File: config.mk
export PLATFORM = sky130hd
export DESIGN_NAME = skv_scale
export DESIGN_NICKNAME = d
export VERILOG_FILES = /design/src/rtl/core/skv_pkg.sv /design/src/rtl/core/skv_scale.sv
export SDC_FILE = /design/constraint.sdc
export NUM_CORES = 2
export LEC_CHECK = 0
export BUFFER_PORTS_ARGS = -buffer_cell sky130_fd_sc_hd__buf_2
export CAP_MARGIN = 20
export CORE_MARGIN = 5
export CORE_UTILIZATION = 30
export CTS_BUF_LIST = sky130_fd_sc_hd__clkbuf_16
export DETAILED_ROUTE_END_ITERATION = 16
export GPL_ROUTABILITY_DRIVEN = 0
export PLACE_DENSITY = 0.53
export SYNTH_ARGS = -nofsm -noshare
export SYNTH_HDL_FRONTEND = slang
export SYNTH_SLANG_ARGS = --single-unit
export TNS_END_PERCENT = 5
File: constraint.sdc
create_clock -name clk -period 13.2 [get_ports clk]
set_input_delay 1.32 -clock clk [delete_from_list [all_inputs] [get_ports clk]]
set_output_delay 1.32 -clock clk [all_outputs]
set_load 0.05 [all_outputs]
File: src/rtl/core/skv_pkg.sv
// shared types and constants for the sph kernel value unit
package skv_pkg;

  localparam int NUM_LANES     = 3;
  localparam int NUM_STEPS     = 3;
  localparam int NORM_W        = 32;
  localparam int OUT_W         = 40;
  localparam int BASE_INT_BITS = 2;
  localparam int POW_INT_BITS  = 8;
  localparam int CFG_INDEX_W   = 1;

  localparam logic [CFG_INDEX_W-1:0] REG_KERNEL_TYPE = 1'b0;
  localparam logic [CFG_INDEX_W-1:0] REG_NORM_SCALE  = 1'b1;

  typedef enum logic [1:0] {
    K_CUBIC      = 2'd0,
    K_WENDLAND   = 2'd1,
    K_QUINTIC    = 2'd2,
    K_HYPERBOLIC = 2'd3
  } kernel_t;

  typedef enum logic [1:0] {
    R_LT1 = 2'd0,
    R_LT2 = 2'd1,
    R_LT3 = 2'd2,
    R_OUT = 2'd3
  } region_t;

  typedef enum logic [1:0] {
    OP_PASS     = 2'd0,
    OP_SQUARE   = 2'd1,
    OP_MUL_BASE = 2'd2
  } lane_op_t;

  typedef lane_op_t [NUM_STEPS-1:0] op_seq_t;

  typedef struct packed {
    kernel_t                     kt;
    region_t                     region;
    op_seq_t [NUM_LANES-1:0]     ops;
  } skv_ctrl_t;

  // element 0 is the first step
  localparam op_seq_t SEQ_NONE   = '{OP_PASS, OP_PASS, OP_PASS};
  localparam op_seq_t SEQ_SQUARE = '{OP_PASS, OP_PASS, OP_SQUARE};
  localparam op_seq_t SEQ_CUBE   = '{OP_PASS, OP_MUL_BASE, OP_SQUARE};
  localparam op_seq_t SEQ_POW4   = '{OP_PASS, OP_SQUARE, OP_SQUARE};
  localparam op_seq_t SEQ_POW5   = '{OP_MUL_BASE, OP_SQUARE, OP_SQUARE};

endpackage

File: src/rtl/core/skv_scale.sv
// normalization multiply, round half up and saturate into the output register
module skv_scale #(
  parameter int FRAC_BITS = 16
) (
  input  logic                            clk,
  input  logic                            rst,
  input  logic                            up_valid,
  output logic                            up_ready,
  input  logic [FRAC_BITS+skv_pkg::POW_INT_BITS-1:0] up_poly,
  input  logic [skv_pkg::NORM_W-1:0]      norm_scale,
  output logic                            dn_valid,
  input  logic                            dn_ready,
  output logic [skv_pkg::OUT_W-1:0]       kernel_value,
  output logic                            saturated
);

  localparam int POW_W  = FRAC_BITS + skv_pkg::POW_INT_BITS;
  localparam int PROD_W = skv_pkg::NORM_W + POW_W;
  localparam int SUM_W  = PROD_W + 1;
  localparam int FULL_W = SUM_W - FRAC_BITS;
  localparam logic [SUM_W-1:0] HALF = SUM_W'(1) << (FRAC_BITS - 1);

  logic              prod_valid;
  logic              prod_ready;
  logic [PROD_W-1:0] prod;
  logic [SUM_W-1:0]  round_sum;
  logic [FULL_W-1:0] full;
  logic              sat_next;

  assign up_ready   = !prod_valid || prod_ready;
  assign prod_ready = !dn_valid || dn_ready;

  assign round_sum = SUM_W'(prod) + HALF;
  assign full      = round_sum[SUM_W-1:FRAC_BITS];
  assign sat_next  = (full[FULL_W-1:skv_pkg::OUT_W] != '0);

  always_ff @(posedge clk) begin
    if (rst) begin
      prod_valid <= 1'b0;
      dn_valid   <= 1'b0;
    end else begin
      if (up_ready) begin
        prod_valid <= up_valid;
      end
      if (prod_ready) begin
        dn_valid <= prod_valid;
      end
    end
  end

  always_ff @(posedge clk) begin
    if (up_valid && up_ready) begin
      prod <= PROD_W'(norm_scale) * PROD_W'(up_poly);
    end
    if (prod_valid && prod_ready) begin
      kernel_value <= sat_next ? '1 : full[skv_pkg::OUT_W-1:0];
      saturated    <= sat_next;
    end
  end

endmodule

# Yosys cells after proc, flatten, opt, wreduce, memory -nomap -nowiden
# Cells that the tools add are included.
[op_classes]
add_sub_neg = 1
multipliers = 1
div_mod_pow = 0
magnitude_cmp = 0
n_eq_ne = 0
shifts = 0
muxes = 0
n_bitwise = 0
n_reduce_logical = 6
[op_table]
columns = ["op", "count"]
rows = [
  ["$add 56x16->57 const B", 1],
  ["$mul 32x24->56", 1],
  ["$logic_and 1x1->1", 2],
  ["$logic_not 1->1", 2],
  ["$logic_or 1x1->1", 2],
]
[word_totals]
register_bits = 99
latch_bits = 0
ramBits = 0
mem_bits_ro = 0
input_bits = 60
out_inout_bits = 43
memories = 0

# Longest topological paths before layout
[depth]
depth_word = 4
depth_mapped = 26
depth_no_buf = 25

# Worst setup path after synthesis
# Ideal clock, no wire load.
[synth_timing]
kind = "in2reg"
startpoint = "input norm_scale[28] (netlist bit)"
endpoint = "register prod[54] (data pin)"
t_arrival_ns = 7.494
setup_slack_ns = 5.443
cell_stages = 24
path_buffers = 1
cell_sequence = "clkbuf_1 -> nand2_1 -> fa_1 -> inv_1 -> fa_1 -> inv_1 -> fa_1 -> inv_1 -> fa_1 -> fa_1 -> fa_1 -> inv_1 -> fa_1 -> inv_1 -> ha_1 -> a21o_1 -> a221o_1 -> a21o_1 -> a21o_1 -> a21oi_2 -> nor2b_1 -> a311oi_4 -> o221ai_2 -> xor2_1"
[synth_via]
elab_chain_len = 1
[synth_lines]
columns = ["element", "line", "text"]
rows = [
  ["start: declaration", "skv_scale.sv:10", "input logic [skv_pkg::NORM_W-1:0] norm_scale,"],
  ["$mul 32x24->56", "skv_scale.sv:53", "prod <= PROD_W'(norm_scale) * PROD_W'(up_poly);"],
  ["end signal: assignment", "skv_scale.sv:53", ""],
  ["end: declaration", "skv_scale.sv:25", "logic [PROD_W-1:0] prod;"],
]
# No other way between the ends.
# A chain may end at the register's enable or synchronous reset.

# Worst setup path after layout
[layout_timing]
startpoint = "input up_poly[3] (netlist bit)"
endpoint = "register prod[54] (data pin)"
[layout_via]
elab_chain_len = 1
[layout_lines]
columns = ["element", "line", "text"]
rows = [
  ["start: declaration", "skv_scale.sv:9", "input logic [FRAC_BITS+skv_pkg::POW_INT_BITS-1:0] up_poly,"],
  ["$mul 32x24->56", "skv_scale.sv:53", ""],
]
# No other way between the ends.

==> flow_metrics.env <==
export IMPL_synth_cells=2976
export IMPL_pre_cts_slack_ns=4.65
export IMPL_seq_area_frac_synth_pct=9.06
export IMPL_yosysTopAreaCellShare_pct=47.6
export IMPL_nets=3849
export IMPL_skew_ns=0.00989
export IMPL_fmax_ghz=0.122
export IMPL_final_hold_violation_count=0
export IMPL_final_max_slew_viol_count=0
export IMPL_synthFlopType="edfxtp_1"
export IMPL_grt_max_degree=42
export IMPL_syn_nets=3872
export IMPL_clockRootBuffer="clkbuf_16"
export IMPL_grt_usage_pct=14.5
export IMPL_crit_path_start="up_poly[3]"
export IMPL_critPathRequiredTime_ns=13.29
export IMPL_min_period_over_period_pct=61.9
export IMPL_synth_seq_cells=84
export IMPL_postCtsHoldBufs=0
export IMPL_critPathMaxStageDelay_ns=0.57
export IMPL_ctsResizeCount=0
export IMPL_async_reset_ff_share_pct=0
export IMPL_slew_headroom_pct=34.4
export IMPL_die_x_um=313
export IMPL_core_area_um2=91500
export IMPL_yosysTopAreaCell="fa_1"
export IMPL_r2r_start="prod[17]"
export IMPL_drc_errors=0
export IMPL_die_height_um=313
export IMPL_path_clk_slew_ns=0.07
export IMPL_synth_edff_count=82
export IMPL_drv_cap=0
export IMPL_first_iter_violations=740
export IMPL_crit_top_cell="fa_1"
export IMPL_antenna_found_initial=4
export IMPL_cts_htree_levels=3
export IMPL_post_cts_buffers=0
export IMPL_rsz0062_at_grt="no"
export IMPL_wl_per_cell_um=17.0
export IMPL_ant_nets=0
export IMPL_cp_end_kind="register"
export IMPL_fillCellCount=9614
export IMPL_clockBufferDepth=2
export IMPL_path_cells="buf_2 > nand2_1 > fa_1 > inv_1 > fa_1 > inv_1 > fa_1 > fa_1 > inv_1 > fa_1 > fa_1 > inv_1 > fa_1 > inv_1 > ha_1 > a21o_1 > a21o_1 > a221oi_1 > o31a_1 > nand3_1 > or2_1 > a311oi_4 > o221ai_2 > xor2_1"
export IMPL_gr_total_overflow=0
export IMPL_firstDrtPassIters=4
export IMPL_avgSynthCellArea_um2=9.28
export IMPL_fin_crit_ns=8.17
export IMPL_seq_area_um2=2500
export IMPL_grt_pass1_wl_um=114000
export IMPL_dpl_hpwl_um=57600
export IMPL_multi_input_area_um2=21800
export IMPL_hold_class="reg -> reg"
export IMPL_hold_path_startpoint="prod_valid"
export IMPL_crit_fanout=33
export IMPL_setup_tns_ns=0
export IMPL_routed_wl_um=70400
export IMPL_dieArea_um2=98200
export IMPL_outcome="complete, no violations"
export IMPL_ys_types=62
export IMPL_syn_cell_area_um2=27600
export IMPL_worstSetupPathType="in -> reg"
export IMPL_tightest_slew_ns=0.984
export IMPL_clk_latency_ns=0.34
export IMPL_cts_sinks=84
export IMPL_crit_slowest_cell="buf_2"
export IMPL_fp_row_count=111
export IMPL_grt_pass1_vias=21100
export IMPL_io_buffer_count=102
export IMPL_reg2reg_depth=7
export IMPL_numCtsBuffers=9
export IMPL_regToRegSetupSlack_ns=10.29
export IMPL_cts_tree="done"
export IMPL_worstSetupStartpointType="input pin"
export IMPL_critPathArrivalTime_ns=8.27
export IMPL_start_util_pct=30.2
export IMPL_ios=103
export IMPL_drive_gt1_share_pct=4.70
export IMPL_via_per_inst=4.59
export IMPL_setup_viol=0
export IMPL_holdPathStages=2
export IMPL_areaGrowthSynthToFinish_pct=6.78
export IMPL_synth_top_cells_by_area="fa_1, inv_1, and2_1, edfxtp_1, ha_1"
export IMPL_worst_slack_ns=5.03
export IMPL_yosys_warnings=0
export IMPL_vias=19100
-- worst max-delay path: cells and delay by family --
kind | cells | cell delay, ns
XOR/XNOR | 1 | 0.16
buffers and inverters | 6 | 0.85
AO/OA/AOI/OAI | 6 | 1.43
AND/OR/NAND/NOR | 3 | 0.58
adder cells (fa/ha/maj) | 8 | 3.88
-- worst paths after layout --
| check | endpoint |
|---|---|
| max reg2reg | kernel_value[0] |
| min | dn_valid |
| max | prod[54] |
| min reg2reg | dn_valid |
-- cells in the mapped netlist (all sizes together) (26+ instances only) --
master  count
nand2     459
nor2       26
ha        179
edfxtp     82
and2      399
xor2       36
a21o       26
clkbuf    134
fa        657
xnor2      37
a21oi      46
inv       735
-- routing by layer --
layer | global-route usage [%] | wire, um
met2 | 27.8 | 38500
met1 | 18.0 | 28700
met3 | 1.02 | 1620
met4 | 3.17 | 1660
met5 | 0 | 7
-- cell type report --
cell class              count  area share [%]
diodes                      2          0.0170
clock buffers               9           0.764
clock inverters             7           0.361
inverters                 735            9.36
multi-input cells        2017            74.0
flip-flops and latches     84            8.49
well taps                1186            5.03
repair buffers            106            1.94
-- through the flow --
step	instances	utilization (%)	hold slack, ns	area, um^2
floorplan	2976	-	0.478	27600
global placement	4126	31.8	0.520	29100
detailed placement	4127	31.8	0.519	29100
CTS	4143	32.2	0.531	29500
global route	4144	32.2	0.561	29500
finish	4146	32.2	0.523	29500
-- layout by cell type (no fill, tap or decap), types with 13 or more instances in the layout --
cell,instances
and3_1,13
a21oi_1,45
nand2_1,459
edfxtp_1,82
o21ai_0,16
nor2_1,26
fa_1,657
a21o_1,26
buf_2,102
xor2_1,36
ha_1,179
nand3_1,22
inv_1,735
and2_1,397
xnor2_1,37
-- sequential cells by signal, summed over array words and instances, names as in the netlist --
register and flops:
prod_valid 1, saturated 1, prod 41, kernel_value 40
dn_valid 1
-- kinds of logic after synthesis --
kind of cell,count (synthesis),synth area share [%]
adder cells (fa/ha/maj),836,55.7
multiplexers,4,0.159
flip-flops,84,9.06
AND/OR/NAND/NOR,965,17.4
AO/OA/AOI/OAI,139,3.38
buffers and inverters,875,11.9
XOR/XNOR,73,2.32
Power is left out: the tool's default activity adds up to more than one toggle a clock period on the data nets, which glitch-free logic cannot reach.
