$ cat config.mk
export PLATFORM = sky130hd
export DESIGN_NAME = skv_cell
export DESIGN_NICKNAME = d
export VERILOG_FILES = /design/src/rtl/core/skv_pkg.sv /design/src/rtl/core/skv_cell.sv
export SDC_FILE = /design/constraint.sdc
export NUM_CORES = 2
export LEC_CHECK = 0
export BUFFER_PORTS_ARGS = -buffer_cell sky130_fd_sc_hd__buf_2
export CAP_MARGIN = 20
export CORE_MARGIN = 1.5
export CORE_UTILIZATION = 44
export DETAILED_ROUTE_END_ITERATION = 10
export GPL_TIMING_DRIVEN = 1
export PLACE_DENSITY = 0.61
export SLEW_MARGIN = 40
export SYNTH_ARGS = -nofsm -noshare
export SYNTH_HDL_FRONTEND = slang
export SYNTH_SLANG_ARGS = --single-unit
export TNS_END_PERCENT = 10
$ cat constraint.sdc
create_clock -name clk -period 8.26 [get_ports clk]
set_clock_uncertainty 0.2 [all_clocks]
set_input_delay 0.413 -clock clk [delete_from_list [all_inputs] [get_ports clk]]
set_output_delay 0.413 -clock clk [all_outputs]
set_load 0.005 [all_outputs]
$ cat src/rtl/core/skv_pkg.sv
// shared types and constants for the sph kernel value unit
package skv_pkg;

  localparam int NUM_LANES     = 3;
  localparam int NUM_STEPS     = 3;
  localparam int NORM_W        = 32;
  localparam int OUT_W         = 40;
  localparam int BASE_INT_BITS = 2;
  localparam int POW_INT_BITS  = 8;
  localparam int CFG_INDEX_W   = 1;

  localparam logic [CFG_INDEX_W-1:0] REG_KERNEL_TYPE = 1'b0;
  localparam logic [CFG_INDEX_W-1:0] REG_NORM_SCALE  = 1'b1;

  typedef enum logic [1:0] {
    K_CUBIC      = 2'd0,
    K_WENDLAND   = 2'd1,
    K_QUINTIC    = 2'd2,
    K_HYPERBOLIC = 2'd3
  } kernel_t;

  typedef enum logic [1:0] {
    R_LT1 = 2'd0,
    R_LT2 = 2'd1,
    R_LT3 = 2'd2,
    R_OUT = 2'd3
  } region_t;

  typedef enum logic [1:0] {
    OP_PASS     = 2'd0,
    OP_SQUARE   = 2'd1,
    OP_MUL_BASE = 2'd2
  } lane_op_t;

  typedef lane_op_t [NUM_STEPS-1:0] op_seq_t;

  typedef struct packed {
    kernel_t                     kt;
    region_t                     region;
    op_seq_t [NUM_LANES-1:0]     ops;
  } skv_ctrl_t;

  // element 0 is the first step
  localparam op_seq_t SEQ_NONE   = '{OP_PASS, OP_PASS, OP_PASS};
  localparam op_seq_t SEQ_SQUARE = '{OP_PASS, OP_PASS, OP_SQUARE};
  localparam op_seq_t SEQ_CUBE   = '{OP_PASS, OP_MUL_BASE, OP_SQUARE};
  localparam op_seq_t SEQ_POW4   = '{OP_PASS, OP_SQUARE, OP_SQUARE};
  localparam op_seq_t SEQ_POW5   = '{OP_MUL_BASE, OP_SQUARE, OP_SQUARE};

endpackage

$ cat src/rtl/core/skv_cell.sv
// one multiply cell of the power chain: each lane squares, multiplies by its base or passes its power on
module skv_cell #(
  parameter int FRAC_BITS = 16
) (
  input  logic               clk,
  input  logic               rst,
  input  logic               up_valid,
  output logic               up_ready,
  input  skv_pkg::skv_ctrl_t up_ctrl,
  input  logic [FRAC_BITS+skv_pkg::BASE_INT_BITS-1:0] up_q,
  input  logic [skv_pkg::NUM_LANES-1:0][FRAC_BITS+skv_pkg::BASE_INT_BITS-1:0] up_base,
  input  logic [skv_pkg::NUM_LANES-1:0][FRAC_BITS+skv_pkg::POW_INT_BITS-1:0] up_pow,
  output logic               dn_valid,
  input  logic               dn_ready,
  output skv_pkg::skv_ctrl_t dn_ctrl,
  output logic [FRAC_BITS+skv_pkg::BASE_INT_BITS-1:0] dn_q,
  output logic [skv_pkg::NUM_LANES-1:0][FRAC_BITS+skv_pkg::BASE_INT_BITS-1:0] dn_base,
  output logic [skv_pkg::NUM_LANES-1:0][FRAC_BITS+skv_pkg::POW_INT_BITS-1:0] dn_pow
);

  localparam int POW_W  = FRAC_BITS + skv_pkg::POW_INT_BITS;
  localparam int PROD_W = 2 * POW_W;

  logic [skv_pkg::NUM_LANES-1:0][POW_W-1:0]  mult;
  logic [skv_pkg::NUM_LANES-1:0][PROD_W-1:0] prod;
  logic [skv_pkg::NUM_LANES-1:0][POW_W-1:0]  pow_next;
  skv_pkg::skv_ctrl_t                        ctrl_next;

  always_comb begin
    ctrl_next = up_ctrl;
    for (int l = 0; l < skv_pkg::NUM_LANES; l++) begin
      mult[l] = (up_ctrl.ops[l][0] == skv_pkg::OP_SQUARE) ? up_pow[l] : POW_W'(up_base[l]);
      prod[l] = PROD_W'(up_pow[l]) * PROD_W'(mult[l]);
      case (up_ctrl.ops[l][0])
        skv_pkg::OP_SQUARE,
        skv_pkg::OP_MUL_BASE: pow_next[l] = prod[l][FRAC_BITS +: POW_W];
        default:              pow_next[l] = up_pow[l];
      endcase
      for (int s = 0; s < skv_pkg::NUM_STEPS - 1; s++) begin
        ctrl_next.ops[l][s] = up_ctrl.ops[l][s+1];
      end
      ctrl_next.ops[l][skv_pkg::NUM_STEPS-1] = skv_pkg::OP_PASS;
    end
  end

  assign up_ready = !dn_valid || dn_ready;

  always_ff @(posedge clk) begin
    if (rst) begin
      dn_valid <= 1'b0;
    end else if (up_ready) begin
      dn_valid <= up_valid;
    end
  end

  always_ff @(posedge clk) begin
    if (up_valid && up_ready) begin
      dn_ctrl <= ctrl_next;
      dn_q    <= up_q;
      dn_base <= up_base;
      dn_pow  <= pow_next;
    end
  end

endmodule

### Yosys cells after proc, flatten, opt, wreduce, memory -nomap -nowiden

Cells that the tools add are included.
Widths: inputs -> output; s select.

* multiplexer cells: 6
* magnitude comparators: 0
* multipliers: 3
* shifts and indexed selects: 0
* add/subtract/negate cells: 0
* reduce and logical (&&, ||, !) cells: 6
* div/mod/pow operators: 0
* bitwise operators: 0
* equality and inequality tests: 6

Operators by type and width (count)
* $mux 24: 6
* $mul 24x24->40: 3
* $eq 2x1->1 const B: 3
* $eq 2x2->1 const B: 3
* $reduce_or 2->1: 3
* $logic_and 1x1->1: 1
* $logic_not 1->1: 1
* $logic_or 1x1->1: 1

* bits in registers: 161
* output and inout port bits: 168
* memory bits (read-only): 0
* memories: 0
* bits in latches: 0
* word-level logic and storage cells: 37
* memory bits (writable): 0

### Depth between registers and ports, before layout

* depth after elaboration: 4
* mapped depth: 33
* mapped depth without buffers: 29

### Worst setup path after synthesis

OpenSTA, ideal clock, no wires.

* path type: input to register
* start point: input port up_ctrl[1] (netlist name)
* end point: register dn_pow[23] (netlist name), data pin
* required time: 7.922 ns
* cell stages on the path: 31
* path buffers: 3
* slack: -0.711 ns
* arrival time: 8.633 ns
* cell sequence: inv_1 ha_1 buf_1 buf_1 mux2i_1 clkbuf_1 nor2b_1 fa_1 fa_1 inv_1 fa_1 inv_1 fa_1 inv_1 fa_1 inv_1 fa_1 inv_1 fa_1 inv_1 ha_1 and4_1 a31o_1 o41a_1 o21ai_1 nand2_1 a311o_1 a311o_1 o31a_1 or4_1 nand4_1

RTL lines
* start, declared: RTL line skv_cell.sv:9 `input skv_pkg::skv_ctrl_t up_ctrl,`
* end signal, assigned: RTL line skv_cell.sv:61 `dn_pow <= pow_next;`
* end, declared: RTL line skv_cell.sv:18 `output logic [skv_pkg::NUM_LANES-1:0][FRAC_BITS+skv_pkg::POW_INT_BITS-1:0] dn_pow`

==> flow_summary.toml <==
[status]
status = "complete, no violations"

[synthesis]
synth_area_leader_cell = "fa_1"
netlist_area_sq_um = 56600
yosysUniqueCellTypes = 59
ys.flop_type = "edfxtp_1"
synthCells = 6091
synth_top_area_frac = 0.483
yosysWarnings = 0
synth_seq_cells = 161
synth_edf_count = 160
async_flop_share = 0
syn_avg_cell_area_sq_um = 9.30
ys_seq_area_frac = 0.0852
synthTopCellsByArea = "fa_1, inv_1, edfxtp_1, ha_1, nand2_1"

[setup_path]
r2r_cells = 4
startpoint = "up_base[3]"
crit_path_top_delay_cell = "fa_1"
crit_type = "in2reg"
slowest_delay_ns = 0.55
cpMostUsedCell = "fa_1"
crit_path_start_kind = "input port"
cp-end-kind = "flip-flop"
rrSetupSlack_ns = 5.58
r2r-start = "dn_valid"
arrival_ns = 8.21
regToRegEndpoint = "dn_pow[15]"
crit_required_ns = 8.48
cp_max_fo = 9

[clocking]
numCtsBuffers = 17
clk_path_buf_depth = 2
cts_tree = "done"
path_clk_slew_ns = 0.08
worstSkewPairLatency_ns = 0.55
h-tree-depth = 4
cts_sinks = 161
root_buffer = "clkbuf_16"
cts_setup_buffers = 0

[grt]
grt_pass1_vias = 45700
antenna_found_initial = 9
grt_pass1_wl_um = 256000
grt_max_degree = 84
grt_usage = 0.253
grt.overflow.total = 0

[layout]
multi_input_area_sq_um = 44700
area_growth_pct = 12.6
final.fill_count = 11900
final_core_util = 0.499
nNetsFinal = 8492
finalNonFillerCells = 8251
ff_latch_area_sq_um = 4820
layout_commonest_cell = "inv_1"
mostFrequentLayoutCells = "inv_1, fa_1, nand2_1"
drive_gt1_frac = 0.125

[floorplan]
dieWidth_um = 362
start_util = 0.443
row_count = 131
dieHeight_um = 362
pin_count = 338
dieArea_sq_um = 131000
coreArea_sq_um = 128000

[sta]
drv_slew = 0
setup_viol = 0
slew_headroom = 0.489
fmax_ghz = 0.125
timing.final.crit_share = 0.968
finalCriticalPeriod_ns = 7.99
tightest_slew_ns = 0.766
rsz0062_at_grt = "yes"
hold_viol_final = 0

[route]
drc = 0
drt_iter0_drc = 2722
wl_um = 158000
num_vias = 42000
avgViaCountPerCell = 5.09
drt_pass1_iterations = 5
antenna_left = 0
post_drt_wl_per_cell_um = 19.1

[hold_path]
min_path_type = "in2reg"
holdPathStages = 2
holdPathEnd = "dn_base[43]"
hp-start = "up_base[43]"

[place]
io_buffers = 331
placed_cells = 8130
globalplace.congestion = 0.909
hpwl_um = 128000

[job]
drv_cap = 0
==> worst max-delay path by stage <==
stage	to	cells past startpoint
final	dn_pow[23]	29
after global placement	dn_pow[70]	32
after global routing	dn_pow[67]	30
after floorplan	dn_pow[47]	30
after CTS	dn_pow[70]	29
after detailed placement	dn_pow[66]	34
==> registers in the layout, summed over array words and instances (netlist names) <==
| signal | cells |
|---|---|
| dn_ctrl | 16 |
| dn_pow | 72 |
| dn_base | 54 |
| dn_q | 18 |
| dn_valid | 1 |
==> critical path, delay by kind of cell <==
| family | cells | cell delay (ns) |
|---|---|---|
| AOI/OAI and AO/OA | 6 | 1.49 |
| adders and majority gates | 8 | 3.73 |
| and+or+nand+nor | 5 | 0.96 |
| muxes | 1 | 0.30 |
| buffers and inverters | 9 | 1.29 |
==> metal layers <==
layer,GRT usage,up-vias,part of all wire
met5,0,-,0.00036
met2,0.410,1444,0.47
met4,0.0728,12,0.026
li1,-,18700,-
met3,0.0510,221,0.077
met1,0.345,21600,0.43
==> area by class of cell <==
type | count | share of cell area
Antenna cell | 3 | 0.000118
Clock buffer | 17 | 0.00667
Clock inverter | 15 | 0.00290
Inverter | 1589 | 0.0935
Multi-Input combinational cell | 4002 | 0.701
Sequential cell | 161 | 0.0757
Tap cell | 1662 | 0.0326
Timing Repair Buffer | 802 | 0.0876
==> through the flow <==
step	area, sq um	TNS (ns)	setup WS, ns	hold WS (ns)
after floorplan	56800	-0.0267	-0.0220	0.282
after global placement	62200	-5.92	-0.443	0.300
after detailed placement	62200	-4.74	-0.417	0.313
after CTS	63700	0	0.135	0.00332
after global routing	63700	-0.0194	-0.0194	0.0263
final	63800	0	0.268	0.0499
==> what timing repair did <==
action	4_1_cts	5_1_grt
hold buffers	86	0
gates resized for setup	0	10
endpoints found under the hold margin	85	0
setup endpoints to repair	0	14
==> cell families after synthesis <==
group	after synthesis	share of synthesized area
compound gates	294	0.0326
xor+xnor	95	0.0147
fa+ha+maj	1749	0.568
buf+inv	1933	0.129
flops	161	0.0852
mux	56	0.0109
other cells	1	0.0000662
simple gates	1802	0.160
==> Yosys cell counts, types with 2 or more instances <==
| master | count |
|---|---|
| inv_1 | 1589 |
| fa_1 | 1365 |
| nand2_1 | 841 |
| and2_1 | 440 |
| ha_1 | 384 |
| clkbuf_1 | 329 |
| and3_1 | 210 |
| nor2b_1 | 190 |
| edfxtp_1 | 160 |
| o21ai_0 | 96 |
| a21oi_1 | 64 |
| xnor2_1 | 61 |
| mux2_2 | 47 |
| xor2_1 | 34 |
| a21o_1 | 33 |
| nand3_1 | 33 |
| nand2b_1 | 24 |
| nor2_1 | 23 |
| o21a_1 | 20 |
| o31ai_1 | 15 |
| nor3_1 | 13 |
| buf_1 | 9 |
| mux2i_1 | 9 |
| nand4_1 | 9 |
| a211oi_1 | 8 |
| a31oi_1 | 8 |
| o21bai_1 | 8 |
| and4_1 | 6 |
| buf_4 | 6 |
| a21boi_0 | 5 |
| a311o_1 | 5 |
| a22oi_1 | 4 |
| o211ai_1 | 4 |
| o21ai_1 | 4 |
| nand4b_1 | 3 |
| nor4_1 | 3 |
| a221oi_1 | 2 |
| a41o_1 | 2 |
| nor4b_1 | 2 |
| o31a_1 | 2 |
| o41a_1 | 2 |
| or3_1 | 2 |
Power is not shown: default switching activity piles up to over one toggle a cycle in this logic, so the estimate is an artifact.
