--- config.mk ---
export PLATFORM = sky130hd
export DESIGN_NAME = skv_prep
export DESIGN_NICKNAME = d
export VERILOG_FILES = /design/src/rtl/core/skv_pkg.sv /design/src/rtl/core/skv_prep.sv
export SDC_FILE = /design/constraint.sdc
export NUM_CORES = 1
export LEC_CHECK = 0
export ABC_AREA = 1
export BUFFER_PORTS_ARGS = -buffer_cell sky130_fd_sc_hd__buf_2
export CAP_MARGIN = 20
export CORE_ASPECT_RATIO = 0.8
export CORE_UTILIZATION = 49
export CTS_CLUSTER_DIAMETER = 60
export CTS_CLUSTER_SIZE = 24
export DETAILED_ROUTE_END_ITERATION = 12
export PLACE_DENSITY_LB_ADDON = 0.05
export SETUP_SLACK_MARGIN = 0.05
export SYNTH_ARGS = -nofsm -noshare
export SYNTH_HDL_FRONTEND = slang
export SYNTH_SLANG_ARGS = --single-unit
--- constraint.sdc ---
create_clock -name clk -period 8.8 [get_ports clk]
set_clock_uncertainty 0.05 [all_clocks]
set_input_delay 0.44 -clock clk [delete_from_list [all_inputs] [get_ports clk]]
set_output_delay 0.44 -clock clk [all_outputs]
set_load 0.005 [all_outputs]
--- src/rtl/core/skv_pkg.sv ---
// shared types and constants for the sph kernel value unit
package skv_pkg;

  localparam int NUM_LANES     = 3;
  localparam int NUM_STEPS     = 3;
  localparam int NORM_W        = 32;
  localparam int OUT_W         = 40;
  localparam int BASE_INT_BITS = 2;
  localparam int POW_INT_BITS  = 8;
  localparam int CFG_INDEX_W   = 1;

  localparam logic [CFG_INDEX_W-1:0] REG_KERNEL_TYPE = 1'b0;
  localparam logic [CFG_INDEX_W-1:0] REG_NORM_SCALE  = 1'b1;

  typedef enum logic [1:0] {
    K_CUBIC      = 2'd0,
    K_WENDLAND   = 2'd1,
    K_QUINTIC    = 2'd2,
    K_HYPERBOLIC = 2'd3
  } kernel_t;

  typedef enum logic [1:0] {
    R_LT1 = 2'd0,
    R_LT2 = 2'd1,
    R_LT3 = 2'd2,
    R_OUT = 2'd3
  } region_t;

  typedef enum logic [1:0] {
    OP_PASS     = 2'd0,
    OP_SQUARE   = 2'd1,
    OP_MUL_BASE = 2'd2
  } lane_op_t;

  typedef lane_op_t [NUM_STEPS-1:0] op_seq_t;

  typedef struct packed {
    kernel_t                     kt;
    region_t                     region;
    op_seq_t [NUM_LANES-1:0]     ops;
  } skv_ctrl_t;

  // element 0 is the first step
  localparam op_seq_t SEQ_NONE   = '{OP_PASS, OP_PASS, OP_PASS};
  localparam op_seq_t SEQ_SQUARE = '{OP_PASS, OP_PASS, OP_SQUARE};
  localparam op_seq_t SEQ_CUBE   = '{OP_PASS, OP_MUL_BASE, OP_SQUARE};
  localparam op_seq_t SEQ_POW4   = '{OP_PASS, OP_SQUARE, OP_SQUARE};
  localparam op_seq_t SEQ_POW5   = '{OP_MUL_BASE, OP_SQUARE, OP_SQUARE};

endpackage

--- src/rtl/core/skv_prep.sv ---
// input stage: region decode, lane bases and power sequences
module skv_prep #(
  parameter int FRAC_BITS     = 16,
  parameter int DIST_INT_BITS = 4
) (
  input  logic                      clk,
  input  logic                      rst,
  input  logic                      up_valid,
  output logic                      up_ready,
  input  logic [DIST_INT_BITS+FRAC_BITS-1:0] up_q,
  input  skv_pkg::kernel_t          kernel_type,
  output logic                      dn_valid,
  input  logic                      dn_ready,
  output skv_pkg::skv_ctrl_t        dn_ctrl,
  output logic [FRAC_BITS+skv_pkg::BASE_INT_BITS-1:0] dn_q,
  output logic [skv_pkg::NUM_LANES-1:0][FRAC_BITS+skv_pkg::BASE_INT_BITS-1:0] dn_base,
  output logic [skv_pkg::NUM_LANES-1:0][FRAC_BITS+skv_pkg::POW_INT_BITS-1:0] dn_pow
);

  localparam int DIST_W = DIST_INT_BITS + FRAC_BITS;
  localparam int BASE_W = FRAC_BITS + skv_pkg::BASE_INT_BITS;
  localparam int POW_W  = FRAC_BITS + skv_pkg::POW_INT_BITS;
  localparam logic [BASE_W-1:0] ONE_FX   = BASE_W'(1) << FRAC_BITS;
  localparam logic [BASE_W-1:0] TWO_FX   = ONE_FX << 1;
  localparam logic [BASE_W-1:0] THREE_FX = ONE_FX + TWO_FX;

  logic [DIST_INT_BITS-1:0] int_part;
  logic [BASE_W-1:0]        qt;
  logic [BASE_W-1:0]        d_a;
  logic [BASE_W-1:0]        d_b;
  logic [BASE_W-1:0]        d_c;
  skv_pkg::region_t         region;
  skv_pkg::skv_ctrl_t       ctrl_next;
  logic [skv_pkg::NUM_LANES-1:0][BASE_W-1:0] base_next;

  assign int_part = up_q[DIST_W-1:FRAC_BITS];
  assign qt       = up_q[BASE_W-1:0];
  assign d_a      = THREE_FX - qt;
  assign d_b      = TWO_FX - qt;
  assign d_c      = ONE_FX - qt;

  always_comb begin
    if (int_part == '0) begin
      region = skv_pkg::R_LT1;
    end else if (int_part == DIST_INT_BITS'(1)) begin
      region = skv_pkg::R_LT2;
    end else if (int_part == DIST_INT_BITS'(2)) begin
      region = skv_pkg::R_LT3;
    end else begin
      region = skv_pkg::R_OUT;
    end
  end

  always_comb begin
    ctrl_next.kt     = kernel_type;
    ctrl_next.region = region;
    for (int l = 0; l < skv_pkg::NUM_LANES; l++) begin
      ctrl_next.ops[l] = skv_pkg::SEQ_NONE;
      base_next[l]     = '0;
    end
    case (kernel_type)
      skv_pkg::K_CUBIC: begin
        if (region == skv_pkg::R_LT1) begin
          base_next[0]     = qt;
          ctrl_next.ops[0] = skv_pkg::SEQ_SQUARE;
          base_next[1]     = qt;
          ctrl_next.ops[1] = skv_pkg::SEQ_CUBE;
        end else if (region == skv_pkg::R_LT2) begin
          base_next[0]     = d_b;
          ctrl_next.ops[0] = skv_pkg::SEQ_CUBE;
        end
      end
      skv_pkg::K_WENDLAND: begin
        if (region == skv_pkg::R_LT1 || region == skv_pkg::R_LT2) begin
          base_next[0]     = d_b;
          ctrl_next.ops[0] = skv_pkg::SEQ_POW4;
        end
      end
      skv_pkg::K_QUINTIC: begin
        for (int l = 0; l < skv_pkg::NUM_LANES; l++) begin
          ctrl_next.ops[l] = skv_pkg::SEQ_POW5;
        end
        if (region != skv_pkg::R_OUT) begin
          base_next[0] = d_a;
        end
        if (region == skv_pkg::R_LT1 || region == skv_pkg::R_LT2) begin
          base_next[1] = d_b;
        end
        if (region == skv_pkg::R_LT1) begin
          base_next[2] = d_c;
        end
      end
      skv_pkg::K_HYPERBOLIC: begin
        if (region == skv_pkg::R_LT1) begin
          base_next[0]     = qt;
          ctrl_next.ops[0] = skv_pkg::SEQ_CUBE;
        end else if (region == skv_pkg::R_LT2) begin
          base_next[0]     = d_b;
          ctrl_next.ops[0] = skv_pkg::SEQ_CUBE;
        end
      end
      default: begin
      end
    endcase
  end

  assign up_ready = !dn_valid || dn_ready;

  always_ff @(posedge clk) begin
    if (rst) begin
      dn_valid <= 1'b0;
    end else if (up_ready) begin
      dn_valid <= up_valid;
    end
  end

  always_ff @(posedge clk) begin
    if (up_valid && up_ready) begin
      dn_ctrl <= ctrl_next;
      dn_q    <= qt;
      for (int l = 0; l < skv_pkg::NUM_LANES; l++) begin
        dn_base[l] <= base_next[l];
        dn_pow[l]  <= POW_W'(base_next[l]);
      end
    end
  end

endmodule

======== After elaboration in Yosys (flattened, before gate mapping) ========
Index checks and enable logic that the tools add are counted.
storage, ports and cells
  bits in registers ....................... 95
  bits of input ports ..................... 26
  output and inout bits ................... 168
  logic and storage cells ................. 53
operators by class
  add/sub/neg operators ................... 3
  eq/ne operators ......................... 7
  multiplexer cells ....................... 18
  reduce and logical (&&, ||, !) cells .... 9
operators by type and width
  kind                                                                   count
  18-bit two-way mux                                                     5
  18-bit one-hot mux with 3 select lines                                 1
  18-bit one-hot mux with 2 select lines                                 1
  18-bit subtractor (first input constant)                               2
  6-bit one-hot mux with 4 select lines                                  1
  17-bit by 18-bit subtractor with 18-bit output (first input constant)  1
  4-bit two-way mux                                                      4
  6-bit one-hot mux with 2 select lines                                  1
  6-bit two-way mux                                                      1
  2-bit by 1-bit == test with 1-bit output (second input constant)       2
  2-bit == test (second input constant)                                  2
  4-bit by 1-bit == test with 1-bit output (second input constant)       1
  4-bit by 2-bit == test with 1-bit output (second input constant)       1
  2-bit logical NOT                                                      2
  4-bit logical NOT                                                      1
  2-bit two-way mux                                                      2
  3-bit two-way mux                                                      1
  1-bit logical OR                                                       2
  2-bit inequality test (second input constant)                          1
  2-bit AND reduction                                                    1
  2-bit OR reduction                                                     1
  1-bit logical AND                                                      1
  1-bit logical NOT                                                      1
  1-bit two-way mux                                                      1

======== Longest topological paths before layout ========
  depth after elaboration ................. 8
  depth in mapped cells ................... 10
  depth with buffers taken out ............ 10

======== Worst setup path before layout ========
No wires, ideal clock.
  path kind ............................... input-to-reg
  start ................................... input up_valid
  end ..................................... register dn_ctrl[0] (netlist name), enable pin
  library setup time ...................... 0.549 ns
  data arrival time ....................... 4.448 ns
  required time ........................... 8.201 ns
  path slack .............................. 3.753 ns
  stages .................................. 2
  path buffers ............................ 0
  path through ............................ inv_1 a21oi_1
between the ends
  word-level cells in the longest chain between the ends .. 1
ends and longest elaborated chain
  what                  RTL line         source
  start, declared       skv_prep.sv:8    input logic up_valid,
  1-bit logical AND     skv_prep.sv:118  if (up_valid && up_ready) begin
  end signal, assigned  skv_prep.sv:119  dn_ctrl <= ctrl_next;
  end, declared         skv_prep.sv:14   output skv_pkg::skv_ctrl_t dn_ctrl,
No other way between the ends.
A chain may end at the register's enable or synchronous reset.

==> metrics <==
status finished clean; GRT Overall Usage 22.4%; Avg Synthesized Cell Area 10.6 sq um; max-slew violations 0; synth warn 0; total global routing overflow 0; post-synth cell types 33; Inserted Diodes 0; leakage 0.00245 uW; CTS tree done; Initial Utilization 50.6%; Final Cycle Share 21.8%; highest clock rate 0.522 GHz; ratio of cells with drive above 1 in the final layout 42.7%; CTS sink cnt 83; Worst setup EP type register; Yosys top cell area share 53.6%; vias in the first global route 2,876; final WL 10.6 mm; die area 9760 sq um; Cell Area, Synth 4590 sq um; GPL Wtd Cong 0.912; CP peak stage delay 0.43 ns; vias post-DR 3,298; setup TNS 0 ns; initial antenna violation count 0; die height 88.6 microns; Synth area leaders edfxtp_1 54%, buf_4 14%, nand2_1 5.3%; Synth area leader edfxtp_1; Post-Synthesis Cells 434; Post-CTS Setup Inserts 0; RSZ-0062 raised after global routing no; io pins 194; hold_buf cts 0; Slew HR 29.6%; peak supply drop 0.000130 V; Crit Path Category in -> reg; post-DP HPWL 7.77 mm; CTS root buf clkbuf_16; WP data required 8.82 ns; Final Hold Vio Count 0; post-CTS resize count 0; Placed Area 5030 sq um; Worst Hold Class in -> reg; # nets final 584; routed len/inst 15.8 microns; Synth Register Bits 83; cell-by-cell trace of the critical path buf_2 -> inv_1 -> ha_1 -> inv_1 -> nand2_1 -> nand2_1 -> nand2_1 -> nand3_1 -> nand2_1; routed vias/inst 4.91; commonest cells in the synthesized netlist 84 x buf_4, 82 x edfxtp_1, 65 x nand2_1, 42 x nand3_1, 31 x nor2_1; Clock transition at path regs 0.06 ns; top-count cell post-synth buf_4; num rows 31; Layout fillers 787; CTS max path bufs 2; post-route cell area 5350 sq um; Most Frequent Cell on Critical Path nand2_1; Post-synth EDFFs 82; crit start category input port; sequential area share after synthesis 54.1%; level count of the clock H-tree 3; crit path time final 1.92 ns; CORE AREA 9080 sq um; largest net degree at the start of global routing 83; worst slew pin tran 1.06 ns; endpoints failing setup 0; slowest cell on the critical path inv_1; FF+latch area 2480 sq um; met1 Track Usage GR 31.0%; Clock Latency Late Sink 0.33 ns; met2 usage 35.4%; Main synth FF type edfxtp_1; crit path DAT 1.94 ns; Initial DRT Pass Iterations 5; GRT Max-Usage Layer met2; Pwr Total 981 uW; Worst Path Max Fanout 12; met3 Use GR 5.74%; initial drt markers 164; antenna-violating nets left 0; DRC viols 0; CTS buffer count 9; area delta synth->final 16.5%; first-pass GRT wire length 15.5 mm; max_cap viols 0; die width 110 microns; asr flop ratio synth 0%; pwr dens 183 nW/um^2; footprint of the multi-input gates 1400 sq um; count of input and output buffers 168
-- worst max-delay path: cells and delay by family --
family | cells | cell delay (ns)
AND/OR/NAND/NOR | 5 | 0.55
buffers and inverters | 3 | 0.65
adder cells (fa/ha/maj) | 1 | 0.29
-- logic make-up (layout without fill, tap and decap cells) --
group,after synthesis,count (layout),synth area share [%]
AO/OA/AOI/OAI,34,34,4.74
buffers and inverters,128,226,17.7
adder cells (fa/ha/maj),6,6,1.64
flip-flops,83,83,54.1
other,1,26,0.0817
XOR/XNOR,4,4,1.25
AND/OR/NAND/NOR,178,178,20.5
-- final timing paths --
check | from | endpoint | slack, ns | cells past startpoint
setup / recovery | kernel_type[1] | dn_pow[11]$_DFFE_PP_ | 6.88 | 9
hold / removal | rst | dn_valid$_SDFFE_PP0N_ | 0.22 | 2
setup reg to reg | dn_valid$_SDFFE_PP0N_ | dn_q[4]$_DFFE_PP_ | 7.00 | 2
hold reg to reg | dn_valid$_SDFFE_PP0N_ | dn_valid$_SDFFE_PP0N_ | 0.51 | 2
-- layout by cell type, fill, tap and decap left out, drive strengths merged --
cell type	Yosys	layout
nor3	2	2
clkbuf	0	11
clkinvlp	0	1
nor2	49	49
xnor2	1	1
nand4	4	4
ha	6	6
edfxtp	82	82
inv	40	40
o31ai	2	2
conb	1	26
and2	1	1
o22ai	9	9
dfxtp	1	1
o211ai	4	4
bufinv	0	2
a21oi	5	5
nand2	76	76
xor2	3	3
o21ai	14	14
clkinv	1	3
nand3	46	46
buf	87	169
-- state kept, by name, indices dropped and copies added, names as in the netlist --
register,count
dn_ctrl,10
dn_q,18
dn_valid,1
dn_pow,54
-- routing by layer --
metal  routed length (microns)  up-vias
met5                         0        -
met2                      4890      167
met1                      4740     1535
met4                        82        0
li1                          -     1590
met3                       897        6
-- stage by stage --
step / cells / utilization, % / setup WS, ns / hold WS (ns)
after floorplan: 459 / - / 3.75 / 0.457
after global placement: 656 / 55.4 / 6.49 / 0.455
after detailed placement: 656 / 55.4 / 6.53 / 0.500
after CTS: 672 / 58.9 / 6.88 / 0.210
after global routing: 672 / 58.9 / 6.72 / 0.212
final: 672 / 58.9 / 6.88 / 0.219
-- layout make-up --
cell class	instances	share of cell area (%)
flip-flops and latches	83	46.4
multi-input cells	248	26.2
repair buffers	169	15.9
clock buffers	11	4.54
inverters	41	2.88
well taps	115	2.69
clock inverters	5	1.45
-- power breakdown --
group,internal [uW],switching (uW),total [uW]
clock network,255,146,402
logic,40.0,70.3,110
registers,460,8.98,469
total,756,226,981
Note: power is estimated with default switching activity, not from simulation.
