`config.mk`:
```
export PLATFORM = sky130hd
export DESIGN_NAME = skv_combine
export DESIGN_NICKNAME = d
export VERILOG_FILES = /design/src/rtl/core/skv_pkg.sv /design/src/rtl/core/skv_combine.sv
export SDC_FILE = /design/constraint.sdc
export NUM_CORES = 2
export LEC_CHECK = 0
export BUFFER_PORTS_ARGS = -buffer_cell sky130_fd_sc_hd__buf_2
export CAP_MARGIN = 20
export CORE_MARGIN = 4
export CORE_UTILIZATION = 51
export DETAILED_ROUTE_END_ITERATION = 8
export HOLD_SLACK_MARGIN = 0.08
export MAX_ROUTING_LAYER = met4
export PLACE_DENSITY = 0.65
export SKIP_LAST_GASP = 1
export SLEW_MARGIN = 20
export SYNTH_ARGS = -nofsm -noshare
export SYNTH_HDL_FRONTEND = slang
export SYNTH_SLANG_ARGS = --single-unit
```
`constraint.sdc`:
```
create_clock -name clk -period 9 [get_ports clk]
set_clock_uncertainty 0.05 [all_clocks]
set_input_delay 0 -clock clk [delete_from_list [all_inputs] [get_ports clk]]
set_output_delay 0 -clock clk [all_outputs]
set_load 0.02 [all_outputs]
```
`src/rtl/core/skv_pkg.sv`:
```
// shared types and constants for the sph kernel value unit
package skv_pkg;

  localparam int NUM_LANES     = 3;
  localparam int NUM_STEPS     = 3;
  localparam int NORM_W        = 32;
  localparam int OUT_W         = 40;
  localparam int BASE_INT_BITS = 2;
  localparam int POW_INT_BITS  = 8;
  localparam int CFG_INDEX_W   = 1;

  localparam logic [CFG_INDEX_W-1:0] REG_KERNEL_TYPE = 1'b0;
  localparam logic [CFG_INDEX_W-1:0] REG_NORM_SCALE  = 1'b1;

  typedef enum logic [1:0] {
    K_CUBIC      = 2'd0,
    K_WENDLAND   = 2'd1,
    K_QUINTIC    = 2'd2,
    K_HYPERBOLIC = 2'd3
  } kernel_t;

  typedef enum logic [1:0] {
    R_LT1 = 2'd0,
    R_LT2 = 2'd1,
    R_LT3 = 2'd2,
    R_OUT = 2'd3
  } region_t;

  typedef enum logic [1:0] {
    OP_PASS     = 2'd0,
    OP_SQUARE   = 2'd1,
    OP_MUL_BASE = 2'd2
  } lane_op_t;

  typedef lane_op_t [NUM_STEPS-1:0] op_seq_t;

  typedef struct packed {
    kernel_t                     kt;
    region_t                     region;
    op_seq_t [NUM_LANES-1:0]     ops;
  } skv_ctrl_t;

  // element 0 is the first step
  localparam op_seq_t SEQ_NONE   = '{OP_PASS, OP_PASS, OP_PASS};
  localparam op_seq_t SEQ_SQUARE = '{OP_PASS, OP_PASS, OP_SQUARE};
  localparam op_seq_t SEQ_CUBE   = '{OP_PASS, OP_MUL_BASE, OP_SQUARE};
  localparam op_seq_t SEQ_POW4   = '{OP_PASS, OP_SQUARE, OP_SQUARE};
  localparam op_seq_t SEQ_POW5   = '{OP_MUL_BASE, OP_SQUARE, OP_SQUARE};

endpackage

```
`src/rtl/core/skv_combine.sv`:
```
// combines lane powers into the kernel polynomial, clamped at zero
module skv_combine #(
  parameter int FRAC_BITS = 16
) (
  input  logic               clk,
  input  logic               rst,
  input  logic               up_valid,
  output logic               up_ready,
  input  skv_pkg::skv_ctrl_t up_ctrl,
  input  logic [FRAC_BITS+skv_pkg::BASE_INT_BITS-1:0] up_q,
  input  logic [skv_pkg::NUM_LANES-1:0][FRAC_BITS+skv_pkg::POW_INT_BITS-1:0] up_pow,
  output logic               dn_valid,
  input  logic               dn_ready,
  output logic [FRAC_BITS+skv_pkg::POW_INT_BITS-1:0] dn_poly
);

  localparam int BASE_W     = FRAC_BITS + skv_pkg::BASE_INT_BITS;
  localparam int POW_W      = FRAC_BITS + skv_pkg::POW_INT_BITS;
  localparam int SUM_W      = POW_W + 5;
  localparam int WEND_W     = POW_W + BASE_W + 1;
  localparam int WEND_SHIFT = FRAC_BITS + 4;
  localparam logic signed [SUM_W-1:0] ONE_S = SUM_W'(1) <<< FRAC_BITS;
  localparam logic [BASE_W:0]         ONE_T = (BASE_W + 1)'(1) << FRAC_BITS;

  logic signed [SUM_W-1:0] p0;
  logic signed [SUM_W-1:0] p1;
  logic signed [SUM_W-1:0] p2;
  logic signed [SUM_W-1:0] qv;
  logic signed [SUM_W-1:0] s;
  logic [BASE_W:0]         wend_tq;
  logic [WEND_W-1:0]       wend_prod;
  logic [WEND_W-1:0]       wend_shift;
  logic [POW_W-1:0]        poly_next;

  assign p0         = $signed(SUM_W'(up_pow[0]));
  assign p1         = $signed(SUM_W'(up_pow[1]));
  assign p2         = $signed(SUM_W'(up_pow[2]));
  assign qv         = $signed(SUM_W'(up_q));
  assign wend_tq    = {up_q, 1'b0} + ONE_T;
  assign wend_prod  = WEND_W'(up_pow[0]) * WEND_W'(wend_tq);
  assign wend_shift = wend_prod >> WEND_SHIFT;

  always_comb begin
    s = '0;
    case (up_ctrl.kt)
      skv_pkg::K_CUBIC: begin
        if (up_ctrl.region == skv_pkg::R_LT1) begin
          s = ONE_S - ((p0 + (p0 <<< 1)) >>> 1) + ((p1 + (p1 <<< 1)) >>> 2);
        end else if (up_ctrl.region == skv_pkg::R_LT2) begin
          s = p0 >>> 2;
        end
      end
      skv_pkg::K_WENDLAND: begin
        if (up_ctrl.region == skv_pkg::R_LT1 || up_ctrl.region == skv_pkg::R_LT2) begin
          s = $signed(SUM_W'(wend_shift[POW_W-1:0]));
        end
      end
      skv_pkg::K_QUINTIC: begin
        s = p0 - ((p1 <<< 2) + (p1 <<< 1)) + ((p2 <<< 4) - p2);
      end
      skv_pkg::K_HYPERBOLIC: begin
        if (up_ctrl.region == skv_pkg::R_LT1) begin
          s = p0 + (ONE_S <<< 2) + (ONE_S <<< 1) - ((qv <<< 2) + (qv <<< 1));
        end else if (up_ctrl.region == skv_pkg::R_LT2) begin
          s = p0;
        end
      end
      default: begin
      end
    endcase
    poly_next = s[SUM_W-1] ? '0 : s[POW_W-1:0];
  end

  assign up_ready = !dn_valid || dn_ready;

  always_ff @(posedge clk) begin
    if (rst) begin
      dn_valid <= 1'b0;
    end else if (up_ready) begin
      dn_valid <= up_valid;
    end
  end

  always_ff @(posedge clk) begin
    if (up_valid && up_ready) begin
      dn_poly <= poly_next;
    end
  end

endmodule

```
[Word-level counts from Yosys, hierarchy flattened]
Index checks and enable logic that the tools add are counted.
Word-level totals
  register bits: 25
  word-level logic and storage cells: 32
Operators by class
  add/sub/neg operators: 13
  multiply operators: 1
  equal/unequal tests: 4
  multiplexer cells: 6
  reduce and logical (&&, ||, !) cells: 6
Operators with widths (number)
  $pmux 29 s4: 1
  $mux 29: 2
  $add 26x25->27: 2
  $add 24x25->26: 2
  $mul 24x19->43: 1
  $add 28x29->29: 1
  $sub 28x24->29: 1
  $sub 24x27->28: 1
  $sub 26x21->27: 1
  $add 25x18->26 const B: 1
  $sub 17x25->26 const A: 1
  $add 24x19->25 const B: 1
  $mux 24: 1
  $mux 23: 1
  $mux 22: 1
  $add 20x19->21: 1
  $add 19x17->19 const B: 1
  $eq 2x1->1 const B: 2
  $eq 2x2->1 const B: 2
  $logic_not 2->1: 2
  $logic_or 1x1->1: 2
  $logic_and 1x1->1: 1
  $logic_not 1->1: 1

[Logic depth before layout (Yosys ltp)]
  depth in word-level cells: 5
  gate-level depth with buffers: 30
  depth with buffers taken out: 28

[Worst setup path before layout]
Ideal clock, no wire load.
  path kind: input to register
  start: input port up_q[15] (netlist name)
  end: register dn_poly[21] (netlist name) (data pin)
  setup time: 0.264 ns
  arrival time: 6.434 ns
  slack: 2.252 ns
  cell stages on the path: 26
  buffers on the path: 1
  cells stage by stage: ha_1 -> xor2_1 -> clkbuf_1 -> and2_1 -> fa_1 -> inv_1 -> fa_1 -> inv_1 -> fa_1 -> fa_1 -> fa_1 -> inv_1 -> fa_1 -> inv_1 -> ha_1 -> a211oi_1 -> o211ai_1 -> o2bb2ai_1 -> nor4_1 -> a2111oi_0 -> a211oi_1 -> a211o_1 -> and2_1 -> mux2i_1 -> nor2_1 -> o41a_1
Between the ends
  longest elaborated chain between the ends: 4
Ends and longest elaborated chain
  start, declared: line skv_combine.sv:10  | input logic [FRAC_BITS+skv_pkg::BASE_INT_BITS-1:0] up_q,
  $add 19x17->19 or $add 20x19->21 (tied branches): line skv_combine.sv:39, skv_combine.sv:63
  $mul 24x19->43 or $sub 26x21->27 (tied branches): line skv_combine.sv:40, skv_combine.sv:63
  $mux 23 or $mux 29 (tied branches): line skv_combine.sv:54, skv_combine.sv:62
  $pmux 29 s4 (*): line skv_combine.sv:45  | case (up_ctrl.kt)
  end signal, assigned: line skv_combine.sv:86  | dn_poly <= poly_next;
  end, declared: line skv_combine.sv:14  | output logic [FRAC_BITS+skv_pkg::POW_INT_BITS-1:0] dn_poly
Mark *: on every way between the ends. The rest lies on a longest branch, timed or not.
A chain may end at the register's enable or synchronous reset.

[Worst setup path in the final report]
Ends and elaborated chain as after synthesis.

==> flow_summary_export.csv <==
group,metric,value,unit
sta,slew_headroom,41.14,%
synthesis,ys_top_cells_by_area,"fa_1, ha_1, inv_1, nand2_1, xnor2_1",
detailed_routing,drc_errors,0,
setup_path,crit_type,"input pin to flip-flop",
clock_tree,cts_made_buffers,3,
sta,worst_slew_pin_slew,0.8607,ns
placed_design,gp_congestion,0.9372,
synthesis,synth_flop_cell,"edfxtp_1",
setup_path,crit_fanout,24,
detailed_routing,drt-vias-per-instance,5.768,
clock_tree,clk_latency,0.29,ns
synthesis,synth-seq-cells,25,
sta,finalWorstPathRequiredPeriod,7.416,ns
global_routing,grt_pass1_vias,21990,
sta,rsz0062_at_grt,"false",
layout,final_cell_mix,"inv_1, fa_1, nand2_1",
synthesis,syn_inst,2946,
placed_design,io_buffers,123,
detailed_routing,dr_total_vias,20710,
clock_tree,ctsRootBufferMaster,"clkbuf_16",
detailed_routing,routed_wl,71360,microns
floorplanning,start_util,52.06,%
placed_design,dp_hpwl,59300,microns
synthesis,netlist_area,24440,sq um
floorplanning,boundaryPins,142,
sta,finalHoldViolations,0,
sta,setup_viol,0,
sta,fin_crit_sh,82.40,%
min_path,hold_path_class,"input pin to flip-flop",
synthesis,async_reset_ff_share,0,%
sta,final-max-slew-violation-count,0,
clock_tree,clkTransAtPathRegs,0.07,ns
detailed_routing,drtPass1Iterations,6,
layout,drive_above_1_share,5.833,%
setup_path,startpoint_type,"input pin",
status,status,"completed",
detailed_routing,detail-route-antenna-nets,0,
global_routing,grt_pass1_wl,115000,microns
clock_tree,cts_tree,"yes",
layout,area_growth,4.858,%
global_routing,gr-total-overflow,0,
synthesis,syn_nets,3812,
layout,layout.nets,3850,
floorplanning,fp.dieW,226.9,microns
clock_tree,cts.path.max_buffers,2,
floorplanning,rows,79,
layout,final_common_cell,"inv_1",
synthesis,synth-edff-count,24,
global_routing,antenna_found_initial,1,
clock_tree,htreeDepth,1,
synthesis,ys_seq_area_share,3.030,%
global_routing,grt_usage,28.95,%
synthesis,ys_types,87,
setup_path,critical_path_required,8.99,ns
sta,timing.fmax,134.8,MHz
floorplanning,die_area,51500,sq um
floorplanning,core_region_area,46950,sq um
synthesis,ys_warn_count,0,
synthesis,yosys.area.top_type,"fa_1",
setup_path,critical_path.endpoint_type,"flip-flop",
clock_tree,clock_sinks,25,
sta,tns,0,ns
setup_path,arrival,7.40,ns
global_routing,grt_start_max_net_pins,52,
detailed_routing,wl_per_cell,19.87,microns
floorplanning,dieHeight,226.9,microns
synthesis,synth_top_area_share,33.99,%
synthesis,syn-mean-instance-area,8.298,sq um
flow_run,maxCapViolCount,0,
detailed_routing,drt_iter0_drc,1475,
-- cell families after synthesis --
group | share of synthesized area (%)
simple gates | 15.77
fa+ha+maj | 51.13
buf+inv | 9.981
compound gates | 14.26
xor+xnor | 5.405
flops | 3.030
mux | 0.4300
-- registers in the layout, summed over array words and instances (netlist names) --
signal and count:
dn_poly 24, dn_valid 1
-- what timing repair did --
item                                    in CTS  in global routing
gates resized for setup                      0                  0
endpoints found under the setup margin       0                  0
hold buffers                                 2                  0
endpoints found under the hold margin        1                  0
setup buffers                                0                  0
-- cells in the mapped netlist (7+ instances only) --
cell type and count:
o211ai_1 18, nand3_1 31, o21ai_0 94, a211oi_1 21, o31ai_1 9, clkbuf_1 101
a41oi_1 7, edfxtp_1 24, nor3_1 26, nor2b_1 32, o21bai_1 21, xor2_1 54
o22ai_1 12, and3_1 28, fa_1 415, nor2_1 163, a31oi_1 18, mux2i_1 9
a21o_1 59, and2_1 97, a21oi_1 140, nor4_1 8, ha_1 335, xnor2_1 95
nand2_1 395, o21a_1 35, buf_1 8, inv_1 532, o31a_1 8, a211o_1 7
nand2b_1 17
-- metal layers --
layer | part of all wire [%] | up-vias | global-route usage, %
li1 | - | 9533 | -
met1 | 42 | 10360 | 37.19
met2 | 49 | 698 | 49.22
met3 | 6.2 | 121 | 3.314
met4 | 2.7 | 0 | 7.535
met5 | 0 | - | -
-- per-stage QoR --
stage	cells	cell area, sq um	hold slack (ns)	setup WS, ns	utilization (%)
after floorplan	2946	24440	0.01907	2.252	-
after global placement	3584	25530	0.1031	1.262	54.38
after detailed placement	3584	25530	0.1303	1.305	54.38
after CTS	3590	25630	0.3044	1.578	54.59
after global routing	3591	25630	0.3288	1.242	54.59
final	3591	25630	0.3233	1.584	54.59
-- critical path, stage by stage --
cell       delay, ns
buf_2           0.17
ha_1            0.22
xor2_1          0.14
buf_4           0.21
and2_1          0.20
fa_1            0.55
inv_1           0.06
fa_1            0.53
inv_1           0.06
fa_1            0.51
fa_1            0.53
fa_1            0.56
inv_1           0.06
fa_1            0.55
inv_1           0.05
ha_1            0.36
a211oi_1        0.22
o211ai_1        0.15
o2bb2ai_1       0.32
nor4_1          0.14
a2111oi_0       0.48
a211oi_1        0.19
a211o_1         0.33
and2_1          0.20
mux2i_1         0.13
nor2_1          0.05
o41a_1          0.43
-- path summary, 6_finish.rpt --
path	from	to	slack, ns	cells past startpoint
hold reg to reg	dn_valid$_SDFFE_PP0N_	dn_poly[20]$_SDFFCE_PP0P_	1.01	3
setup reg to reg	dn_valid$_SDFFE_PP0N_	dn_poly[2]$_SDFFCE_PP0P_	7.67	3
setup / recovery	up_q[15]	dn_poly[21]$_SDFFCE_PP0P_	1.58	27
hold / removal	up_ctrl[19]	dn_poly[4]$_SDFFCE_PP0P_	0.32	3
-- final cells by class --
| type | instances | area [sq um] |
|---|---|---|
| well taps | 607 | 759.5 |
| flip-flops and latches | 25 | 740.7 |
| multi-input cells | 2276 | 21260 |
| clock buffers | 4 | 78.83 |
| inverters | 533 | 2001 |
| repair buffers | 145 | 785.8 |
| diodes | 1 | 2.502 |
| fillers | 4313 | 21320 |
Power is not shown: default switching activity piles up to over one toggle a cycle in this logic, so the estimate is an artifact.
